`src/hw/rtl/ckhm_pkg.sv`:
```
// Shared types and constants for the 24-hour clock with digit editor.
package ckhm_pkg;

  // Operation codes carried in the input item
  localparam logic [2:0] OP_TICK  = 3'd0;
  localparam logic [2:0] OP_LOAD  = 3'd1;
  localparam logic [2:0] OP_EDIT  = 3'd2;
  localparam logic [2:0] OP_INC   = 3'd3;
  localparam logic [2:0] OP_DEC   = 3'd4;
  localparam logic [2:0] OP_NEXT  = 3'd5;
  localparam logic [2:0] OP_ACCEPT = 3'd6;

  // Time-of-day limits
  localparam logic [5:0] SEC_MAX  = 6'd59;
  localparam logic [5:0] MIN_MAX  = 6'd59;
  localparam logic [4:0] HOUR_MAX = 5'd23;

  // Editor digit positions
  localparam logic [1:0] POS_HOUR_TENS = 2'd0;
  localparam logic [1:0] POS_HOUR_ONES = 2'd1;
  localparam logic [1:0] POS_MIN_TENS  = 2'd2;

  typedef struct packed {
    logic [2:0] opcode;
    logic [4:0] load_hour;
    logic [5:0] load_minute;
    logic [5:0] load_second;
  } in_item_t;

  typedef struct packed {
    logic [1:0] hour_tens;
    logic [3:0] hour_ones;
    logic [2:0] minute_tens;
    logic [3:0] minute_ones;
    logic [5:0] seconds_now;
    logic       editing;
    logic [1:0] edit_position;
    logic       blink;
  } out_item_t;

  // Complete clock and editor state
  typedef struct packed {
    logic [5:0]      sec_count;
    logic [5:0]      min_count;
    logic [4:0]      hour_count;
    logic [3:0][3:0] edit_digits;
    logic            edit_active;
    logic [1:0]      digit_select;
    logic            blink_bit;
  } clk_state_t;

endpackage

```
`src/hw/rtl/ckhm_state.sv`:
```
// Clock and editor state registers with their per-item update logic.
module ckhm_state (
  input  logic                   clk,
  input  logic                   rst_n,
  input  logic                   step_en,
  input  ckhm_pkg::in_item_t     item,
  output ckhm_pkg::clk_state_t   state_nxt
);

  ckhm_pkg::clk_state_t state_r;

  // Next state for the item presented
  always_comb begin
    ckhm_pkg::clk_state_t s;
    logic [1:0] pos;
    logic [3:0] modulus;
    logic [3:0] cur;
    logic [4:0] inc_v;
    logic [7:0] hr_sum;
    logic [7:0] mn_sum;
    s   = state_r;
    pos = state_r.digit_select;
    cur = state_r.edit_digits[pos];
    // values the selected digit may take; hour digits limit each other
    case (pos)
      ckhm_pkg::POS_HOUR_TENS: modulus = (state_r.edit_digits[1] >= 4'd4) ? 4'd2 : 4'd3;
      ckhm_pkg::POS_HOUR_ONES: modulus = (state_r.edit_digits[0] == 4'd2) ? 4'd4 : 4'd10;
      ckhm_pkg::POS_MIN_TENS:  modulus = 4'd6;
      default:                 modulus = 4'd10;
    endcase
    inc_v  = {1'b0, cur} + 5'd1;
    hr_sum = {4'd0, state_r.edit_digits[0]} * 8'd10 + {4'd0, state_r.edit_digits[1]};
    mn_sum = {4'd0, state_r.edit_digits[2]} * 8'd10 + {4'd0, state_r.edit_digits[3]};

    case (item.opcode)
      ckhm_pkg::OP_TICK: begin
        if (!state_r.edit_active) begin
          s.blink_bit = ~state_r.blink_bit;
          if (state_r.sec_count < ckhm_pkg::SEC_MAX) begin
            s.sec_count = state_r.sec_count + 6'd1;
          end else begin
            s.sec_count = '0;
            if (state_r.min_count < ckhm_pkg::MIN_MAX) begin
              s.min_count = state_r.min_count + 6'd1;
            end else begin
              s.min_count  = '0;
              s.hour_count = (state_r.hour_count < ckhm_pkg::HOUR_MAX) ?
                             state_r.hour_count + 5'd1 : 5'd0;
            end
          end
        end
      end
      ckhm_pkg::OP_LOAD: begin
        s.hour_count  = (item.load_hour > ckhm_pkg::HOUR_MAX) ?
                        ckhm_pkg::HOUR_MAX : item.load_hour;
        s.min_count   = (item.load_minute > ckhm_pkg::MIN_MAX) ?
                        ckhm_pkg::MIN_MAX : item.load_minute;
        s.sec_count   = (item.load_second > ckhm_pkg::SEC_MAX) ?
                        ckhm_pkg::SEC_MAX : item.load_second;
        s.edit_active = 1'b0;
      end
      ckhm_pkg::OP_EDIT: begin
        s.edit_digits  = '0;
        s.digit_select = ckhm_pkg::POS_HOUR_TENS;
        s.edit_active  = 1'b1;
      end
      ckhm_pkg::OP_INC: begin
        if (state_r.edit_active) begin
          s.edit_digits[pos] = (inc_v >= {1'b0, modulus}) ?
                               4'(inc_v - {1'b0, modulus}) : inc_v[3:0];
        end
      end
      ckhm_pkg::OP_DEC: begin
        if (state_r.edit_active) begin
          s.edit_digits[pos] = (cur == 4'd0) ? modulus - 4'd1 : cur - 4'd1;
        end
      end
      ckhm_pkg::OP_NEXT: begin
        if (state_r.edit_active) begin
          s.digit_select = state_r.digit_select + 2'd1;
        end
      end
      ckhm_pkg::OP_ACCEPT: begin
        if (state_r.edit_active) begin
          s.hour_count  = (hr_sum > {3'd0, ckhm_pkg::HOUR_MAX}) ?
                          ckhm_pkg::HOUR_MAX : hr_sum[4:0];
          s.min_count   = (mn_sum > {2'd0, ckhm_pkg::MIN_MAX}) ?
                          ckhm_pkg::MIN_MAX : mn_sum[5:0];
          s.sec_count   = '0;
          s.edit_active = 1'b0;
        end
      end
      default: begin
        s = state_r;
      end
    endcase
    state_nxt = s;
  end

  // State register, advanced once per processed item
  always_ff @(posedge clk) begin
    if (!rst_n) begin
      state_r <= '0;
    end else if (step_en) begin
      state_r <= state_nxt;
    end
  end

endmodule

```
`src/hw/rtl/ckhm_disp.sv`:
```
// Maps the clock state to the displayed digits and status of a result item.
module ckhm_disp (
  input  ckhm_pkg::clk_state_t state,
  output ckhm_pkg::out_item_t  item
);

  logic [1:0] hr_tens;
  logic [4:0] hr_rem;
  logic [2:0] mn_tens;
  logic [5:0] mn_rem;

  // Hour split into decimal digits
  always_comb begin
    if (state.hour_count >= 5'd20) begin
      hr_tens = 2'd2;
      hr_rem  = state.hour_count - 5'd20;
    end else if (state.hour_count >= 5'd10) begin
      hr_tens = 2'd1;
      hr_rem  = state.hour_count - 5'd10;
    end else begin
      hr_tens = 2'd0;
      hr_rem  = state.hour_count;
    end
  end

  // Minute split into decimal digits
  always_comb begin
    if (state.min_count >= 6'd50) begin
      mn_tens = 3'd5;
      mn_rem  = state.min_count - 6'd50;
    end else if (state.min_count >= 6'd40) begin
      mn_tens = 3'd4;
      mn_rem  = state.min_count - 6'd40;
    end else if (state.min_count >= 6'd30) begin
      mn_tens = 3'd3;
      mn_rem  = state.min_count - 6'd30;
    end else if (state.min_count >= 6'd20) begin
      mn_tens = 3'd2;
      mn_rem  = state.min_count - 6'd20;
    end else if (state.min_count >= 6'd10) begin
      mn_tens = 3'd1;
      mn_rem  = state.min_count - 6'd10;
    end else begin
      mn_tens = 3'd0;
      mn_rem  = state.min_count;
    end
  end

  // Edit digits replace the time while editing
  always_comb begin
    if (state.edit_active) begin
      item.hour_tens   = state.edit_digits[0][1:0];
      item.hour_ones   = state.edit_digits[1];
      item.minute_tens = state.edit_digits[2][2:0];
      item.minute_ones = state.edit_digits[3];
    end else begin
      item.hour_tens   = hr_tens;
      item.hour_ones   = hr_rem[3:0];
      item.minute_tens = mn_tens;
      item.minute_ones = mn_rem[3:0];
    end
    item.seconds_now   = state.sec_count;
    item.editing       = state.edit_active;
    item.edit_position = state.digit_select;
    item.blink         = state.blink_bit;
  end

endmodule

```
`src/hw/rtl/clock_24h_with_digit_editor_core.sv`:
```
// 24-hour clock with digit editor: input register, state update, result register.
// An accepted item waits in the input register until the result register is free.
// Throughput: one item per cycle while out_ready holds; the input register refills
// while the result register drains, so a stalled result still lets one item wait.
// Reset (rst_n low, synchronous): time 00:00:00, editor off, blink low,
// both stages empty.
module clock_24h_with_digit_editor_core (
  input  logic                clk,
  input  logic                rst_n,
  input  logic                in_valid,
  output logic                in_ready,
  input  ckhm_pkg::in_item_t  in_item,
  output logic                out_valid,
  input  logic                out_ready,
  output ckhm_pkg::out_item_t out_item
);

  logic                 in_v_r;
  logic                 in_v_nxt;
  ckhm_pkg::in_item_t   in_item_r;
  logic                 out_v_r;
  logic                 out_v_nxt;
  ckhm_pkg::out_item_t  out_item_r;
  ckhm_pkg::out_item_t  disp_item;
  ckhm_pkg::clk_state_t state_nxt;
  logic                 advance;

  // Stage handshake: the held item moves on when the result slot frees
  assign advance  = in_v_r && (!out_v_r || out_ready);
  assign in_ready = !in_v_r || advance;

  always_comb begin
    in_v_nxt  = in_ready ? in_valid : in_v_r;
    out_v_nxt = advance ? 1'b1 : (out_ready ? 1'b0 : out_v_r);
  end

  // Input register
  always_ff @(posedge clk) begin
    if (!rst_n) begin
      in_v_r <= 1'b0;
    end else begin
      in_v_r <= in_v_nxt;
    end
  end

  always_ff @(posedge clk) begin
    if (in_valid && in_ready) begin
      in_item_r <= in_item;
    end
  end

  // State update for the held item
  ckhm_state u_state (
    .clk       (clk),
    .rst_n     (rst_n),
    .step_en   (advance),
    .item      (in_item_r),
    .state_nxt (state_nxt)
  );

  ckhm_disp u_disp (
    .state (state_nxt),
    .item  (disp_item)
  );

  // Result register
  always_ff @(posedge clk) begin
    if (!rst_n) begin
      out_v_r <= 1'b0;
    end else begin
      out_v_r <= out_v_nxt;
    end
  end

  always_ff @(posedge clk) begin
    if (advance) begin
      out_item_r <= disp_item;
    end
  end

  assign out_valid = out_v_r;
  assign out_item  = out_item_r;

  // Checks
  a_time_range: assert property (@(posedge clk) disable iff (!rst_n)
    out_v_r |-> (out_item_r.seconds_now <= ckhm_pkg::SEC_MAX) &&
                (out_item_r.minute_tens <= 3'd5) && (out_item_r.minute_ones <= 4'd9))
    else $error("result time out of range");

  a_hour_digits: assert property (@(posedge clk) disable iff (!rst_n)
    (out_v_r && out_item_r.hour_tens == 2'd2) |-> (out_item_r.hour_ones <= 4'd3))
    else $error("hour above 23 shown");

  a_advance_fills: assert property (@(posedge clk) disable iff (!rst_n)
    advance |=> out_v_r)
    else $error("processed item lost");

  a_drain_empties: assert property (@(posedge clk) disable iff (!rst_n)
    (out_v_r && out_ready && !advance) |=> !out_v_r)
    else $error("result item repeated");

endmodule

```
`config.mk`:
```
export PLATFORM = sky130hd
export DESIGN_NAME = clock_24h_with_digit_editor_core
export DESIGN_NICKNAME = d
export VERILOG_FILES = /design/src/hw/rtl/ckhm_pkg.sv /design/src/hw/rtl/ckhm_state.sv /design/src/hw/rtl/ckhm_disp.sv /design/src/hw/rtl/clock_24h_with_digit_editor_core.sv
export SDC_FILE = /design/constraint.sdc
export NUM_CORES = 1
export LEC_CHECK = 0
export CAP_MARGIN = 0
export CORE_ASPECT_RATIO = 1.25
export CORE_MARGIN = 5
export CORE_UTILIZATION = 55
export DETAILED_ROUTE_END_ITERATION = 10
export DONT_BUFFER_PORTS = 1
export PLACE_DENSITY = 0.77
export SYNTH_ARGS = -nofsm -noshare
export SYNTH_HDL_FRONTEND = slang
export SYNTH_HIERARCHICAL = 1
export SYNTH_SLANG_ARGS = --single-unit
```
`constraint.sdc`:
```
create_clock -name clk -period 5.95 [get_ports clk]
set_clock_uncertainty 0.05 [all_clocks]
set_input_delay 0.595 -clock clk [delete_from_list [all_inputs] [get_ports clk]]
set_output_delay 0.595 -clock clk [all_outputs]
set_load 0.01 [all_outputs]
```
==> flow_summary_export.csv <==
group,metric,value,unit
timing,tmin_final,4.98,ns
power_and_ir_drop,clockPowerShare,42.5,%
placement,dpl.hpwl,13.4,mm
global_routing,grt_first_pass_wirelength,28.4,mm
run,max-cap-violations,0,
critical_path,cp_data_required_time,5.99,ns
timing,achievable-frequency,0.201,GHz
critical_path,cp-start-kind,"flip-flop",
critical_path,timing.critical_path.arrival,5.02,ns
power_and_ir_drop,netSwitchingFraction,26.9,%
min_path,holdCritPathClass,"in -> reg",
timing,report.final.hold_viol_count,0,
floorplanning,num_io_pins,49,
min_path,timing.hold.worst_path_depth,0,
floorplanning,die_h,130,um
min_path,timing.hold.worst.start,"in_item[16]",
global_routing,grt_use_total,26.1,%
placement,number_of_input_and_output_port_buffers_inserted,0,
clock_tree,tritoncts.num_buffers,9,
timing,grt_setup_unrepaired,"false",
yosys,postSynthNetCount,797,
final_layout,finish.utilization,58.2,%
power_and_ir_drop,worst_vdd_drop,0.174,mV
floorplanning,initial_utilization,55.3,%
clock_tree,cts-htree-levels,3,
critical_path,start_of_the_worst_register_to_register_path,"u_state/state_r[15]",
power_and_ir_drop,leakage,0.00257,uW
yosys,postSynthCellCount,727,
critical_path,critPathCaptureType,"flip-flop",
timing,report.final.slew_viol_count,0,
critical_path,crit-reg2reg-capture,"out_item[12]",
critical_path,slack_of_the_worst_reg_to_reg_path,0.97,ns
global_routing,vias_in_the_first_global_route,5512,
timing,setup_total_negative_slack,0,ns
clock_tree,cts_tree,"done",
min_path,worst_hold_path.endpoint,"in_item_r[16]",
placement,globalplace.congestion,0.944,
clock_tree,clock_insertion_delay_worst_skew,0.35,ns
final_layout,drive_gt1_share,9.63,%
routing,route.detailed.wl_per_inst,21.3,um
clock_tree,cts_num_sinks,82,
critical_path,cp-startpoint,"u_state/state_r[15]",
timing,setup_failing_eps_final,0,
routing,drt_wl_total,17.9,mm
timing,max_slew_margin,30.3,%
floorplanning,die_area,0.0138,mm2
timing,tightest_slew,1.04,ns
routing,vias,5750,
clock_tree,clock_tree.buffer_depth,2,
timing,final_worst_path_cycle_share,83.6,%
clock_tree,clkSlewWorstSetupHoldPaths,0.07,ns
routing,dr.first_iter.drc_count,508,
critical_path,timing.setup.critical_path_class,"reg -> reg",
final_layout,final.fill_count,997,
yosys,yosys_warnings,6,
floorplanning,die_width,106,um
routing,vias_per_cell,6.81,
final_layout,number_of_inserted_diodes,0,
power_and_ir_drop,comb_power_share,12.7,%
clock_tree,cts.hold.buffers_added,0,
clock_tree,postCtsSetupRepairBufs,0,
critical_path,cp_max_fo,11,
critical_path,worst_r2r_path_depth,15,
global_routing,antenna_found_initial,0,
power_and_ir_drop,netSwitchingPower,396,uW
final_layout,syn_to_final_growth,5.25,%
power_and_ir_drop,p_int,1070,uW
power_and_ir_drop,powerDensity,219,mW/mm2
outcome,run_status,"complete, no violations",
clock_tree,clock-root-buffer,"sky130_fd_sc_hd__clkbuf_16",
final_layout,final_net_count,771,
floorplanning,core,0.0115,mm2
yosys,post_synth.cell_area_avg,8.76,um2
routing,remaining_drc_errors,0,
global_routing,grt_max_degree,60,
floorplanning,row_count,44,
power_and_ir_drop,sequential_share_of_power,44.8,%
yosys,synth.cell_area,0.00637,mm2
clock_tree,count_of_instances_resized_after_the_clock_tree_is_built,0,
global_routing,gr_overflow_total,0,
routing,detail-route-antenna-nets,0,
routing,detail_route.first_pass.iterations,5,
[sequential cells by signal, indices dropped and copies added (netlist names)]
name / cells
in_item_r: 20
in_v_r: 1
out_item: 23
out_valid: 1
u_state/state_r: 37
[worst max-delay path by stage]
stage / endpoint / slack (ns) / cells past startpoint
5_1_grt: out_item[12] / 0.59 / 16
3_5_place_dp: out_item[12] / 1.07 / 15
2_1_floorplan: out_item[12] / 0.77 / 15
3_3_place_gp: out_item[12] / 1.20 / 15
4_1_cts: out_item[12] / 1.03 / 15
6_report: out_item[12] / 0.97 / 15
[layout make-up]
type | instances | area (um2) | area share (%)
clock buffers | 9 | 225 | 3.36
repair buffers | 7 | 52.6 | 0.784
multi-input cells | 563 | 3930 | 58.6
clock inverters | 7 | 111 | 1.66
inverters | 38 | 143 | 2.13
flip-flops and latches | 82 | 2070 | 30.9
well taps | 138 | 173 | 2.58
[worst max-delay path, cell delays in order (launching register included)]
cell,delay (ns)
sky130_fd_sc_hd__dfxtp_1,0.51
sky130_fd_sc_hd__ha_1,0.31
sky130_fd_sc_hd__ha_1,0.20
sky130_fd_sc_hd__fa_1,0.51
sky130_fd_sc_hd__nand2_1,0.07
sky130_fd_sc_hd__or2_2,0.31
sky130_fd_sc_hd__o311ai_2,0.33
sky130_fd_sc_hd__o21ai_0,0.25
sky130_fd_sc_hd__o21ai_0,0.28
sky130_fd_sc_hd__o211ai_1,0.40
sky130_fd_sc_hd__ha_1,0.35
sky130_fd_sc_hd__a2111o_1,0.44
sky130_fd_sc_hd__a31o_1,0.23
sky130_fd_sc_hd__nor4b_1,0.15
sky130_fd_sc_hd__o311ai_1,0.23
sky130_fd_sc_hd__nand3_1,0.10
[power groups by stage]
stage / clock network (uW) / logic, uW / registers, uW
floorplan: 0 / 154 / 656
global placement: 0 / 178 / 669
detailed placement: 0 / 183 / 670
CTS: 632 / 184 / 658
global route: 652 / 205 / 661
finish: 623 / 187 / 658
[per-layer routing]
layer	GRT usage, %	wire [um]
met5	0	0
met4	17.0	1030
met1	28.5	6650
met2	46.2	9060
met3	5.15	1200
[placed cells by master (no fill, tap or decap), types with 5 or more instances in the layout]
cell type,instances
sky130_fd_sc_hd__a21o_1,12
sky130_fd_sc_hd__a31oi_1,23
sky130_fd_sc_hd__and3_1,9
sky130_fd_sc_hd__nor2b_1,8
sky130_fd_sc_hd__nand3_1,14
sky130_fd_sc_hd__nor2_1,73
sky130_fd_sc_hd__edfxtp_1,43
sky130_fd_sc_hd__or2_2,5
sky130_fd_sc_hd__mux2i_1,14
sky130_fd_sc_hd__a21oi_1,54
sky130_fd_sc_hd__and2_1,6
sky130_fd_sc_hd__dfxtp_1,39
sky130_fd_sc_hd__buf_4,7
sky130_fd_sc_hd__o21bai_1,6
sky130_fd_sc_hd__nand2_1,67
sky130_fd_sc_hd__nor3_1,12
sky130_fd_sc_hd__mux2_2,5
sky130_fd_sc_hd__xor2_1,7
sky130_fd_sc_hd__o21ai_0,54
sky130_fd_sc_hd__o22ai_1,6
sky130_fd_sc_hd__inv_1,37
sky130_fd_sc_hd__clkbuf_16,9
sky130_fd_sc_hd__xnor2_1,10
sky130_fd_sc_hd__o21a_1,8
sky130_fd_sc_hd__a221o_1,5
sky130_fd_sc_hd__fa_1,5
sky130_fd_sc_hd__ha_1,41
[per-stage QoR]
stage	worst slack [ns]	hold slack, ns	instances	instance area, um2	power (uW)
after global routing	0.591	0.283	844	6700	1520
after global placement	1.20	0.469	828	6360	848
after floorplan	0.771	0.417	727	6370	810
final	0.974	0.292	844	6700	1470
after detailed placement	1.07	0.487	828	6360	853
after CTS	1.03	0.285	844	6700	1470
Note: power is estimated with default switching activity, not from simulation.
